===== config.mk =====
export PLATFORM = sky130hd
export DESIGN_NAME = ffa_front
export DESIGN_NICKNAME = d
export VERILOG_FILES = /design/src/rtl/core/ffa_pkg.sv /design/src/rtl/core/ffa_front.sv
export SDC_FILE = /design/constraint.sdc
export NUM_CORES = 1
export LEC_CHECK = 0
export BUFFER_PORTS_ARGS = -buffer_cell sky130_fd_sc_hd__buf_4
export CORE_MARGIN = 4
export CORE_UTILIZATION = 29
export DETAILED_ROUTE_END_ITERATION = 8
export HOLD_SLACK_MARGIN = 0.1
export PLACE_DENSITY = 0.51
export SETUP_SLACK_MARGIN = 0.02
export SLEW_MARGIN = 40
export SYNTH_ARGS = -nofsm -noshare
export SYNTH_HDL_FRONTEND = slang
export SYNTH_SLANG_ARGS = --single-unit

===== constraint.sdc =====
create_clock -name clock -period 2.9 [get_ports clock]
set_clock_uncertainty 0.05 [all_clocks]
set_input_delay 0.29 -clock clock [delete_from_list [all_inputs] [get_ports clock]]
set_output_delay 0.29 -clock clock [all_outputs]
set_load 0.01 [all_outputs]

===== src/rtl/core/ffa_pkg.sv =====
package ffa_pkg;

   localparam int unsigned ADDR_W      = 10;
   localparam int unsigned COUNT_W     = 10;
   localparam int unsigned BYTES_W     = 3;
   localparam int unsigned NEED_W      = 14;
   localparam int unsigned WORD_W      = 32;
   localparam int unsigned FREE_WORD_W = ADDR_W - 2;
   localparam int unsigned QUEUE_DEPTH = 2;

   localparam logic CMD_ALLOC = 1'b0;
   localparam logic CMD_FREE  = 1'b1;

   // next word of the last free block
   localparam logic [WORD_W-1:0] LIST_END = 32'h8000_0000;

   localparam logic [NEED_W-1:0] HDR_BYTES  = 14'd8;
   localparam logic [NEED_W-1:0] ALIGN_MASK = 14'd3;

   typedef struct packed {
      logic               cmd;
      logic [COUNT_W-1:0] elem_count;
      logic [BYTES_W-1:0] elem_bytes;
      logic [ADDR_W-1:0]  free_address;
   } req_type;

   typedef struct packed {
      logic [ADDR_W-1:0] block_address;
      logic              ok;
   } rsp_type;

   typedef struct packed {
      logic                   cmd;
      logic [COUNT_W-1:0]     count;
      logic [NEED_W-1:0]      need;
      logic [FREE_WORD_W-1:0] free_word;
   } job_type;

   typedef enum logic [3:0] {
      ST_INIT_SIZE,
      ST_INIT_LINK,
      ST_IDLE,
      ST_FREE_WAIT,
      ST_FREE_WRITE,
      ST_WALK,
      ST_LINK_WAIT,
      ST_LINK_NEXT,
      ST_SPLIT_WAIT,
      ST_SPLIT_NEED,
      ST_SPLIT_COUNT,
      ST_EXACT_WAIT,
      ST_EXACT_HEAD,
      ST_EXACT_LINK,
      ST_EXACT_COUNT
   } back_state_type;

endpackage


===== src/rtl/core/ffa_front.sv =====
module ffa_front (
   input  logic             clock,
   input  logic             reset,
   input  logic             req_valid,
   output logic             req_stall,
   input  ffa_pkg::req_type req_data,
   output logic             job_valid,
   output ffa_pkg::job_type job,
   input  logic             job_stall
);
   import ffa_pkg::*;

   logic              job_valid_ff, job_valid_in;
   job_type           job_ff, job_in;
   job_type           fresh;
   logic [NEED_W-1:0] payload;
   logic              take;

   // element bytes plus header, rounded up to a word
   assign payload = NEED_W'(req_data.elem_count) * NEED_W'(req_data.elem_bytes);

   always_comb begin
      fresh.cmd       = req_data.cmd;
      fresh.count     = req_data.elem_count;
      fresh.need      = (payload + (HDR_BYTES + ALIGN_MASK)) & ~ALIGN_MASK;
      fresh.free_word = req_data.free_address[ADDR_W-1:2];
   end

   assign req_stall    = job_valid_ff && job_stall;
   assign take         = req_valid && !req_stall;
   assign job_valid_in = take || (job_valid_ff && job_stall);
   assign job_in       = take ? fresh : job_ff;
   assign job_valid    = job_valid_ff;
   assign job          = job_ff;

   always_ff @(posedge clock) begin
      if (reset) begin
         job_valid_ff <= 1'b0;
      end else begin
         job_valid_ff <= job_valid_in;
      end
   end

   always_ff @(posedge clock) begin
      job_ff <= job_in;
   end

endmodule


# After elaboration in Yosys (flattened, before gate mapping)

Cells that the tools add are included.

Output and inout port bits: 35
Register bits: 32
Word-level logic and storage cells: 11

Reduce and logical (&&, ||, !) cells: 4
Add/sub/neg operators: 1
$mul: 1

Operators by type and width:

| kind                    | number |
|---|---|
| $add A13 B4 Y14 const B | 1 |
| $mul A10 B3 Y13         | 1 |
| $logic_and A1 B1 Y1     | 2 |
| $logic_not A1 Y1        | 1 |
| $logic_or A1 B1 Y1      | 1 |

# Logic depth before layout (Yosys ltp)

Word-level depth: 4
Gate-level depth with buffers: 11
Depth with buffers taken out: 10

# Worst setup path before layout

OpenSTA, ideal clock, no wires.

Kind: input to register
Start: input req_data[10] in the netlist's numbering
End: register job_ff (netlist bit job[21]) (data pin)
Arrival: 2.698 ns
Slack: -0.113 ns
Stages on the path: 10
Data required time: 2.584 ns
Cells stage by stage: clkbuf_1 and2_1 fa_1 fa_1 ha_1 nor2b_4 o31a_1 or2_1 a211oi_2 o21ai_0

RTL lines:

| element              | line            | RTL |
|---|---|---|
| from (decl)          | ffa_front.sv:6  | `input ffa_pkg::req_type req_data,` |
| to (signal assigned) | ffa_front.sv:45 | `job_ff <= job_in;` |
| to (decl)            | ffa_front.sv:14 | `job_type job_ff, job_in;` |

==> flow_summary.ini <==
[worst_setup_path]
start_kind = input pin
path_buf_inv = 1
r2r_start = job_valid$_SDFF_PP0_
worstSetupPathType = in -> reg
reg2reg_depth = 3
path_cells = buf_4 -> and2_1 -> fa_2 -> fa_1 -> ha_4 -> nor2b_4 -> o31a_1 -> or2_1 -> a211oi_2 -> xnor2_1
end_kind = flip-flop
reg2reg_slack_ns = 1.53
crit_family = adder cells
crit_path_max_incr_delay_ns = 0.53
rr_endpoint = job[17]$_DFFE_PP_
cp.arrival_ns = 2.73
slowest_stage = fa_1
crit_required_ns = 2.89
cp_max_fo = 7

[job]
maxCapViolations = 0

[global_routing]
grt_max_degree = 32
grt_pass1_wl_microns = 7210
grt_overflow = 0
track_usage = 0.104
antenna_found_initial = 0
grt_pass1_vias = 1596

[route]
vias = 1538
wl_per_cell_microns = 11.5
drtIter0Drc = 55
drc = 0
dr.pass1.iters = 4
wirelength_microns = 4130
ant_nets = 0
via_per_inst = 4.27

[place]
dp_hpwl_microns = 3310
port_buffers = 58
place.gp.congestion = 0.717

[logic_synthesis]
synth.top_cells.by_count = edfxtp_1 (31), and2_1 (24), ha_1 (22), nand2_1 (11), nor2_1 (11)
postSynthCellCount = 174
synth.distinct_cells = 37
syn_area_per_cell_sq_um = 11.8
ys_seq_elements = 32
syn-cell-area_sq_mm = 0.00206
synthDominantCellAreaShare = 0.452
yosysWarnings = 0
synth_area_leaders = edfxtp_1 (45%), ha_1 (13%), fa_1 (8.8%)
async_flop_share = 0
synth-seq-area-share = 0.462
synthFlopType = edfxtp_1
yosysTopAreaCell = edfxtp_1
synth_edf_count = 31
synth.most_common_cell = edfxtp_1

[sta]
max_clock_freq_ghz = 0.364
rsz0062_at_grt = no
min_period_over_period = 0.947
tns_ns = 0
hold_viol_final = 0
finalSetupViolCount = 0
slew_violations = 0
finalCriticalPeriod_ns = 2.75
hold_slack_ns = 0.117

[power]
vdd_drop_max_mv = 0.163
power_density_mw_per_mm2 = 513
leakagePower_nw = 1.33

[finish]
final_util = 0.429
areaGrowthSynthToFinish_pct = 42.3
num_antenna_cells = 0
drive_gt1_frac = 0.371
final_nets = 322

[floorplanning]
start_util = 0.301
num_rows = 30
boundaryPins = 63
core_sq_mm = 0.00683
die_w_microns = 92.2
die_area_sq_mm = 0.00851
die_h_microns = 92.2

[min_path]
min_to = job_valid$_SDFF_PP0_
hold_start = reset
hold_path_depth = 2
hold_class = in -> reg

[clock_network]
numCtsBuffers = 5
postCtsSetupBuffers = 0
h-tree-depth = 2
insertion_delay_ns = 0.27
root_buffer = clkbuf_8
cts_tree = built
clock_sinks = 32
path_clk_slew_ns = 0.07
hold_buffers = 0
cts_buffer_depth = 2

[status]
status = finished, final reports clean
per-layer routing:
metal	vias up	share of wire	GRT usage
li1	792	-	-
met1	701	0.47	0.134
met2	40	0.45	0.168
met3	5	0.070	0.0328
met4	0	0.013	0.0297
met5	-	0	0
cells in the final DEF (no fill, tap or decap), types with 5 or more instances in the layout:
cell type / Yosys / layout
inv_1: 9 / 9
a21oi_1: 8 / 8
fa_1: 9 / 8
nor2_1: 11 / 11
buf_4: 2 / 85
o21ai_0: 6 / 5
clkbuf_8: 0 / 5
nand2_1: 11 / 11
ha_1: 22 / 21
and2_1: 24 / 23
edfxtp_1: 31 / 31
xnor2_1: 5 / 5
area by class of cell:
class	instances	area, sq um
inverter	9	33.8
multi-input combinational	130	1080
clock buffer	5	68.8
fill	689	3900
tap	96	120
timing repair buffer	85	638
clock inverter	3	37.5
sequential	32	951
worst max-delay path by stage:
stage / start / end / slack (ns) / cells after the start
floorplan: req_data[10] / job[19]$_DFFE_PP_ / 0.02 / 10
global route: req_data[12] / job[20]$_DFFE_PP_ / 0.02 / 11
global placement: req_data[12] / job[19]$_DFFE_PP_ / -0.18 / 10
CTS: req_data[12] / job[19]$_DFFE_PP_ / 0.11 / 10
finish: req_data[12] / job[19]$_DFFE_PP_ / 0.15 / 10
detailed placement: req_data[12] / job[19]$_DFFE_PP_ / -0.19 / 10
where the power goes:
group,switching [mW],leakage [nW],total [mW],internal (mW)
Sequential,0.0112,0.309,0.585,0.574
Clock,0.174,0.0532,0.424,0.250
Combinational,0.228,0.970,0.493,0.265
registers in the layout, summed over array words and instances, names as in the netlist:
register,flops
job_valid,1
job,31
logic make-up (layout without fill, tap and decap cells):
| family | after synthesis | count (layout) | synth area share |
|---|---|---|---|
| other | 1 | 2 | 0.00182 |
| DFF | 32 | 32 | 0.462 |
| xor gates and xnor gates | 6 | 6 | 0.0255 |
| AOI/OAI and AO/OA | 25 | 25 | 0.0796 |
| adders and majority gates | 31 | 31 | 0.221 |
| buffers and inverters | 13 | 102 | 0.0274 |
| muxes | 2 | 2 | 0.00973 |
| and+or+nand+nor | 64 | 64 | 0.173 |
through the flow:
stage	worst slack [ns]	instance area, sq um	power, mW	std cells
floorplan	0.0225	2080	0.871	175
global placement	-0.179	2820	1.09	352
detailed placement	-0.189	2820	1.09	352
CTS	0.111	2930	1.53	360
global route	0.0222	2930	1.61	360
finish	0.153	2930	1.50	360
worst reg2reg max path, stage by stage, from the launching register on:
cell and delay [ns]:
dfxtp_1 0.31, and2_1 0.19, nor2b_4 0.11, buf_4 0.37
repair_timing:
action	in CTS	in global routing
gates resized for setup	0	0
endpoints found under the setup margin	0	2
hold endpoints to repair	0	0
Note: power is estimated with default switching activity, not from simulation.
