File: src/rtl/core/ffa_pkg.sv
package ffa_pkg;

   localparam int unsigned ADDR_W      = 10;
   localparam int unsigned COUNT_W     = 10;
   localparam int unsigned BYTES_W     = 3;
   localparam int unsigned NEED_W      = 14;
   localparam int unsigned WORD_W      = 32;
   localparam int unsigned FREE_WORD_W = ADDR_W - 2;
   localparam int unsigned QUEUE_DEPTH = 2;

   localparam logic CMD_ALLOC = 1'b0;
   localparam logic CMD_FREE  = 1'b1;

   // next word of the last free block
   localparam logic [WORD_W-1:0] LIST_END = 32'h8000_0000;

   localparam logic [NEED_W-1:0] HDR_BYTES  = 14'd8;
   localparam logic [NEED_W-1:0] ALIGN_MASK = 14'd3;

   typedef struct packed {
      logic               cmd;
      logic [COUNT_W-1:0] elem_count;
      logic [BYTES_W-1:0] elem_bytes;
      logic [ADDR_W-1:0]  free_address;
   } req_type;

   typedef struct packed {
      logic [ADDR_W-1:0] block_address;
      logic              ok;
   } rsp_type;

   typedef struct packed {
      logic                   cmd;
      logic [COUNT_W-1:0]     count;
      logic [NEED_W-1:0]      need;
      logic [FREE_WORD_W-1:0] free_word;
   } job_type;

   typedef enum logic [3:0] {
      ST_INIT_SIZE,
      ST_INIT_LINK,
      ST_IDLE,
      ST_FREE_WAIT,
      ST_FREE_WRITE,
      ST_WALK,
      ST_LINK_WAIT,
      ST_LINK_NEXT,
      ST_SPLIT_WAIT,
      ST_SPLIT_NEED,
      ST_SPLIT_COUNT,
      ST_EXACT_WAIT,
      ST_EXACT_HEAD,
      ST_EXACT_LINK,
      ST_EXACT_COUNT
   } back_state_type;

endpackage

File: src/rtl/core/ffa_queue.sv
module ffa_queue (
   input  logic             clock,
   input  logic             reset,
   input  logic             push,
   input  ffa_pkg::job_type push_job,
   output logic             full,
   input  logic             pop,
   output ffa_pkg::job_type pop_job,
   output logic             empty
);
   import ffa_pkg::*;

   localparam int unsigned PTR_W = $clog2(QUEUE_DEPTH);

   job_type          entry_ff [QUEUE_DEPTH];
   logic [PTR_W-1:0] wr_ptr_ff, wr_ptr_in;
   logic [PTR_W-1:0] rd_ptr_ff, rd_ptr_in;
   logic [PTR_W:0]   fill_ff, fill_in;
   logic             do_push, do_pop;

   assign full    = fill_ff == (PTR_W+1)'(QUEUE_DEPTH);
   assign empty   = fill_ff == '0;
   assign do_push = push && !full;
   assign do_pop  = pop && !empty;
   assign pop_job = entry_ff[rd_ptr_ff];

   always_comb begin
      wr_ptr_in = do_push ? wr_ptr_ff + 1'b1 : wr_ptr_ff;
      rd_ptr_in = do_pop ? rd_ptr_ff + 1'b1 : rd_ptr_ff;
      fill_in   = fill_ff;
      if (do_push && !do_pop) begin
         fill_in = fill_ff + 1'b1;
      end else if (do_pop && !do_push) begin
         fill_in = fill_ff - 1'b1;
      end
   end

   always_ff @(posedge clock) begin
      if (reset) begin
         wr_ptr_ff <= '0;
         rd_ptr_ff <= '0;
         fill_ff   <= '0;
      end else begin
         wr_ptr_ff <= wr_ptr_in;
         rd_ptr_ff <= rd_ptr_in;
         fill_ff   <= fill_in;
      end
   end

   always_ff @(posedge clock) begin
      if (do_push) begin
         entry_ff[wr_ptr_ff] <= push_job;
      end
   end

endmodule

File: config.mk
export PLATFORM = sky130hd
export DESIGN_NAME = ffa_queue
export DESIGN_NICKNAME = d
export VERILOG_FILES = /design/src/rtl/core/ffa_pkg.sv /design/src/rtl/core/ffa_queue.sv
export SDC_FILE = /design/constraint.sdc
export NUM_CORES = 1
export LEC_CHECK = 0
export BUFFER_PORTS_ARGS = -buffer_cell sky130_fd_sc_hd__buf_4
export CAP_MARGIN = 5
export CORE_ASPECT_RATIO = 0.5
export CORE_MARGIN = 2
export CORE_UTILIZATION = 51
export DETAILED_ROUTE_END_ITERATION = 8
export MAX_ROUTING_LAYER = met4
export PLACE_DENSITY = 0.84
export SYNTH_ARGS = -nofsm -noshare
export SYNTH_HDL_FRONTEND = slang
export SYNTH_SLANG_ARGS = --single-unit
File: constraint.sdc
create_clock -name clock -period 2.48 [get_ports clock]
set_clock_uncertainty 0.1 [all_clocks]
set_input_delay 0.496 -clock clock [delete_from_list [all_inputs] [get_ports clock]]
set_output_delay 0.496 -clock clock [all_outputs]
set_load 0.005 [all_outputs]
Word level (Yosys, flattened, before mapping)
Memories as Yosys holds them, arrays and structs flattened. A register that Yosys moved wholly into a read port is not among the register bits. Index checks and enable logic that the tools add are counted.

Muxes and demuxes: 6. Reductions and logical operators: 10. Equal/unequal tests: 1. Add/subtract/negate cells: 4.

Operators by type and width (number): $logic_and A1 B1 Y1 (4); $logic_not A1 Y1 (4); $mux W1 (4); $mux W2 (2); $add A1 B1 Y1 const B (2); $add A2 B1 Y2 const B (1); $eq A2 B2 Y1 const B (1); $logic_not A2 Y1 (1); $reduce_bool A2 Y1 (1); $sub A2 B1 Y2 const B (1).

Register bits after elaboration: 4. RAM bits: 66. Input port bits: 37. Logic and storage cells: 25. Output and inout bits: 35. Memories kept: 1.

Memories: entry_ff (depth 2, width 33, rd ports 1, clocked after memory_dff 1, write ports 1, line ffa_queue.sv:15) `job_type entry_ff [QUEUE_DEPTH];`.

Longest topological paths before layout
Depth in word-level cells: 7. Mapped depth: 6. Gate-level depth less buffers: 6.

Least setup slack after synthesis
OpenSTA, ideal clock, no wires.

Kind: input port to flip-flop. Start: input push. End: memory entry_ff[0][0] (netlist bit), enable pin. Path buffers: 0. Path slack: 438 ps. Arrival time: 1555 ps. Setup time: 388 ps. Stages on the path: 3. Cell sequence: inv_1 or3_1 inv_1.

Word-level cells in the longest chain between the ends: 3.

Ends and longest elaborated chain: start, declared (line ffa_queue.sv:4) `input logic push,`; $logic_and A1 B1 Y1 (line ffa_queue.sv:23) `assign do_push = push && !full;`; $mux W1 (line ffa_queue.sv:51) `if (do_push) begin`; $mux W1 (not written as such) (line ffa_queue.sv:52) `entry_ff[wr_ptr_ff] <= push_job;`; end, declared (line ffa_queue.sv:15).

Every way passes these cells.

==> results.py <==
metrics = {
    "synth": {
        "synth_area_um2": 2590,
        "synthesis.instances": 128,
        "ys_ff_latch": 71,
        "ys_warn_count": 0,
        "synth_common_cells": "66 x edfxtp_1, 33 x mux2_2, 5 x dfxtp_1, 5 x nor2_1, 4 x buf_2",
        "ys.flop_type": "edfxtp_1",
        "synth_enable_flop_cells": 66,
        "async_flop_share_pct": 0,
        "yosysSeqAreaShare_pct": 80.3,
        "synth_area_per_cell_um2": 20.2,
        "synth_fp_nets": 166,
        "yosysUniqueCellTypes": 13,
        "yosysTopAreaCellShare_pct": 76.5,
        "yosys.cell_count.top_type": "edfxtp_1",
        "synth_area_leaders": "edfxtp_1 76%, mux2_2 14%, dfxtp_1 3.9%",
        "synth_top_cell_by_area": "edfxtp_1",
    },
    "cts": {
        "tritoncts": "built",
        "clk_pin_slew_ps": 70,
        "cts-htree-levels": 3,
        "numCtsBuffers": 9,
        "ctsHoldBuffers": 0,
        "clk-insertion-delay-late_ps": 330,
        "clock_path_buffers": 2,
        "clock_sinks": 71,
        "cts_resized": 0,
        "post_cts_buffers": 0,
        "root_buffer": "clkbuf_8",
    },
    "floorplanning": {
        "row_count": 18,
        "die_x_um": 105,
        "fp.dieArea_um2": 5700,
        "boundaryPins": 72,
        "die_h_um": 54.4,
        "core_um2": 4910,
        "initial_core_util_pct": 52.8,
    },
    "final_layout": {
        "n_antenna_cell": 0,
        "finalNetCount": 247,
        "area_delta_synth_final_pct": 31.7,
        "layout-drive-gt1-share_pct": 57.5,
    },
    "critical_path": {
        "path_buf_inv": 2,
        "arrival_ps": 1630,
        "reg2reg_slack_ps": 710,
        "slowest_delay_ps": 540,
        "required_ps": 1880,
        "startpoint_type": "register",
        "critPathKind": "reg2out",
        "timing.rr.end": "entry_ff[0][8]",
        "cp_cell_sequence": "buf_12 > mux2_2 > buf_4",
        "reg2reg_from": "fill_ff[0]",
        "worst-path-stages": 3,
        "cp_slowest_cell": "dfxtp_1",
        "reg2reg_depth": 4,
        "end_kind": "output pin",
        "worstPathMaxFanout": 27,
        "crit_family": "flip-flops",
    },
    "timing": {
        "fin_crit_sh_pct": 89.7,
        "finalCriticalPeriod_ps": 2230,
        "hold_viol_final": 0,
        "slew_viol_final": 0,
        "max_slew.worst_pin.slew_ps": 434,
        "slew_headroom_pct": 71.1,
        "rsz0062_at_grt": "no",
        "setup_viol": 0,
        "tns_ps": 0,
        "fmax_mhz": 449,
    },
    "detailed_routing": {
        "first_pass_iters": 4,
        "routed_wirelength_mm": 4.22,
        "dr.max_layer_used": "met4",
        "antenna_left": 0,
        "dr_total_vias": 1353,
        "drt_iter0_drc": 36,
        "wl_met2_mm": 2.31,
        "route.layer.met1.wl_mm": 1.69,
        "wl_met3_um": 163,
        "viasPerCell": 4.76,
        "route.detailed.drc": 0,
        "avgRoutedWirePerCell_um": 14.9,
    },
    "grt": {
        "grt_pass1_wl_mm": 6.23,
        "grt_max_degree": 34,
        "grt_pass1_vias": 1370,
        "overflow": 0,
        "antenna_found_initial": 0,
        "grt_use_total_pct": 15.9,
    },
    "place": {
        "numPortBuffers": 71,
        "gp_congestion": 0.650,
        "dpl.hpwl_mm": 2.83,
    },
    "power": {
        "switching_share_pct": 25.4,
        "p_int_mw": 2.44,
        "power_density_nw_per_um2": 959,
        "clockPowerShare_pct": 25.0,
        "pwr-share-comb_pct": 26.8,
        "vdd_ir_drop_max_mv": 0.586,
        "power_mw": 3.27,
        "p_seq_share_pct": 48.2,
        "leakagePower_nw": 1.28,
        "p_sw_uw": 830,
    },
    "outcome": {
        "status": "finished clean",
    },
    "job": {
        "maxCapViolCount": 0,
    },
    "worst_hold_path": {
        "hp-class": "in2reg",
        "hold_path_depth": 1,
        "hold_start": "push_job[14]",
        "min_to": "entry_ff[1][14]",
    },
}
[layout make-up]
| class | count | area, um^2 |
|---|---|---|
| sequential | 71 | 2080 |
| fill | 325 | 1500 |
| timing repair buffer | 74 | 568 |
| multi-input combinational | 51 | 482 |
| clock buffer | 11 | 153 |
| tap | 70 | 87.6 |
| clock inverter | 5 | 32.5 |
| inverter | 2 | 7.51 |
[state kept, by name (all words and copies together) (netlist names), named ones only]
register	count
entry_ff	66
fill_ff	2
rd_ptr_ff	1
wr_ptr_ff	1
[worst max-delay path by stage]
stage	from	endpoint	slack, ps
6_report	register	pop_job[0]	250
5_1_grt	register	pop_job[0]	190
4_1_cts	register	pop_job[0]	220
3_5_place_dp	push	entry_ff[0][26]	590
3_3_place_gp	push	entry_ff[0][12]	600
2_1_floorplan	push	entry_ff[0][0]	440
[layer usage]
layer	GRT usage, %	vias up
met5	-	-
met4	7.56	0
met3	5.83	6
met2	28.4	31
met1	16.4	663
li1	-	653
[layout by cell type, fill, tap and decap left out, types with 2 or more instances in the layout]
cell        synthesis  routed
dfxtp_1             5       5
inv_1               2       2
mux2_2             33      33
clkbuf_8            0       9
clkinvlp_4          0       3
buf_4               0      73
or3_1               2       2
edfxtp_1           66      66
a21oi_1             2       2
clkinv_2            0       2
nor2_1              5       5
xor2_1              3       3
o21ai_0             3       3
[cell families (layout without fill, tap and decap cells)]
logic type      Yosys count  in the layout  synth area share (%)
simple gates              9              9                  1.79
xor+xnor                  3              3                  1.01
mux                      33             33                  14.3
buf+inv                   6             92                  1.06
compound gates            5              5                 0.966
fa+ha+maj                 1              1                 0.483
flops                    71             71                  80.3
[power by group through the flow]
| stage | sequential [mW] | combinational (mW) | clock (mW) |
|---|---|---|---|
| 3_5_place_dp | 1.61 | 0.879 | 0 |
| 3_3_place_gp | 1.59 | 0.868 | 0 |
| 2_1_floorplan | 1.57 | 0.467 | 0 |
| 5_1_grt | 1.59 | 0.949 | 0.880 |
| 6_report | 1.58 | 0.876 | 0.817 |
| 4_1_cts | 1.58 | 0.891 | 0.845 |
[through the flow]
stage / utilization [%] / cell area, um^2 / hold WS [ps] / instances / worst slack, ps
4_1_cts: 69.5 / 3410 / 217 / 284 / 221
2_1_floorplan: - / 2590 / 352 / 128 / 438
6_report: 69.5 / 3410 / 243 / 284 / 254
3_3_place_gp: 65.7 / 3230 / 370 / 268 / 600
3_5_place_dp: 65.7 / 3230 / 378 / 268 / 591
5_1_grt: 69.5 / 3410 / 215 / 284 / 189
Power figures use the tool's default switching activity.
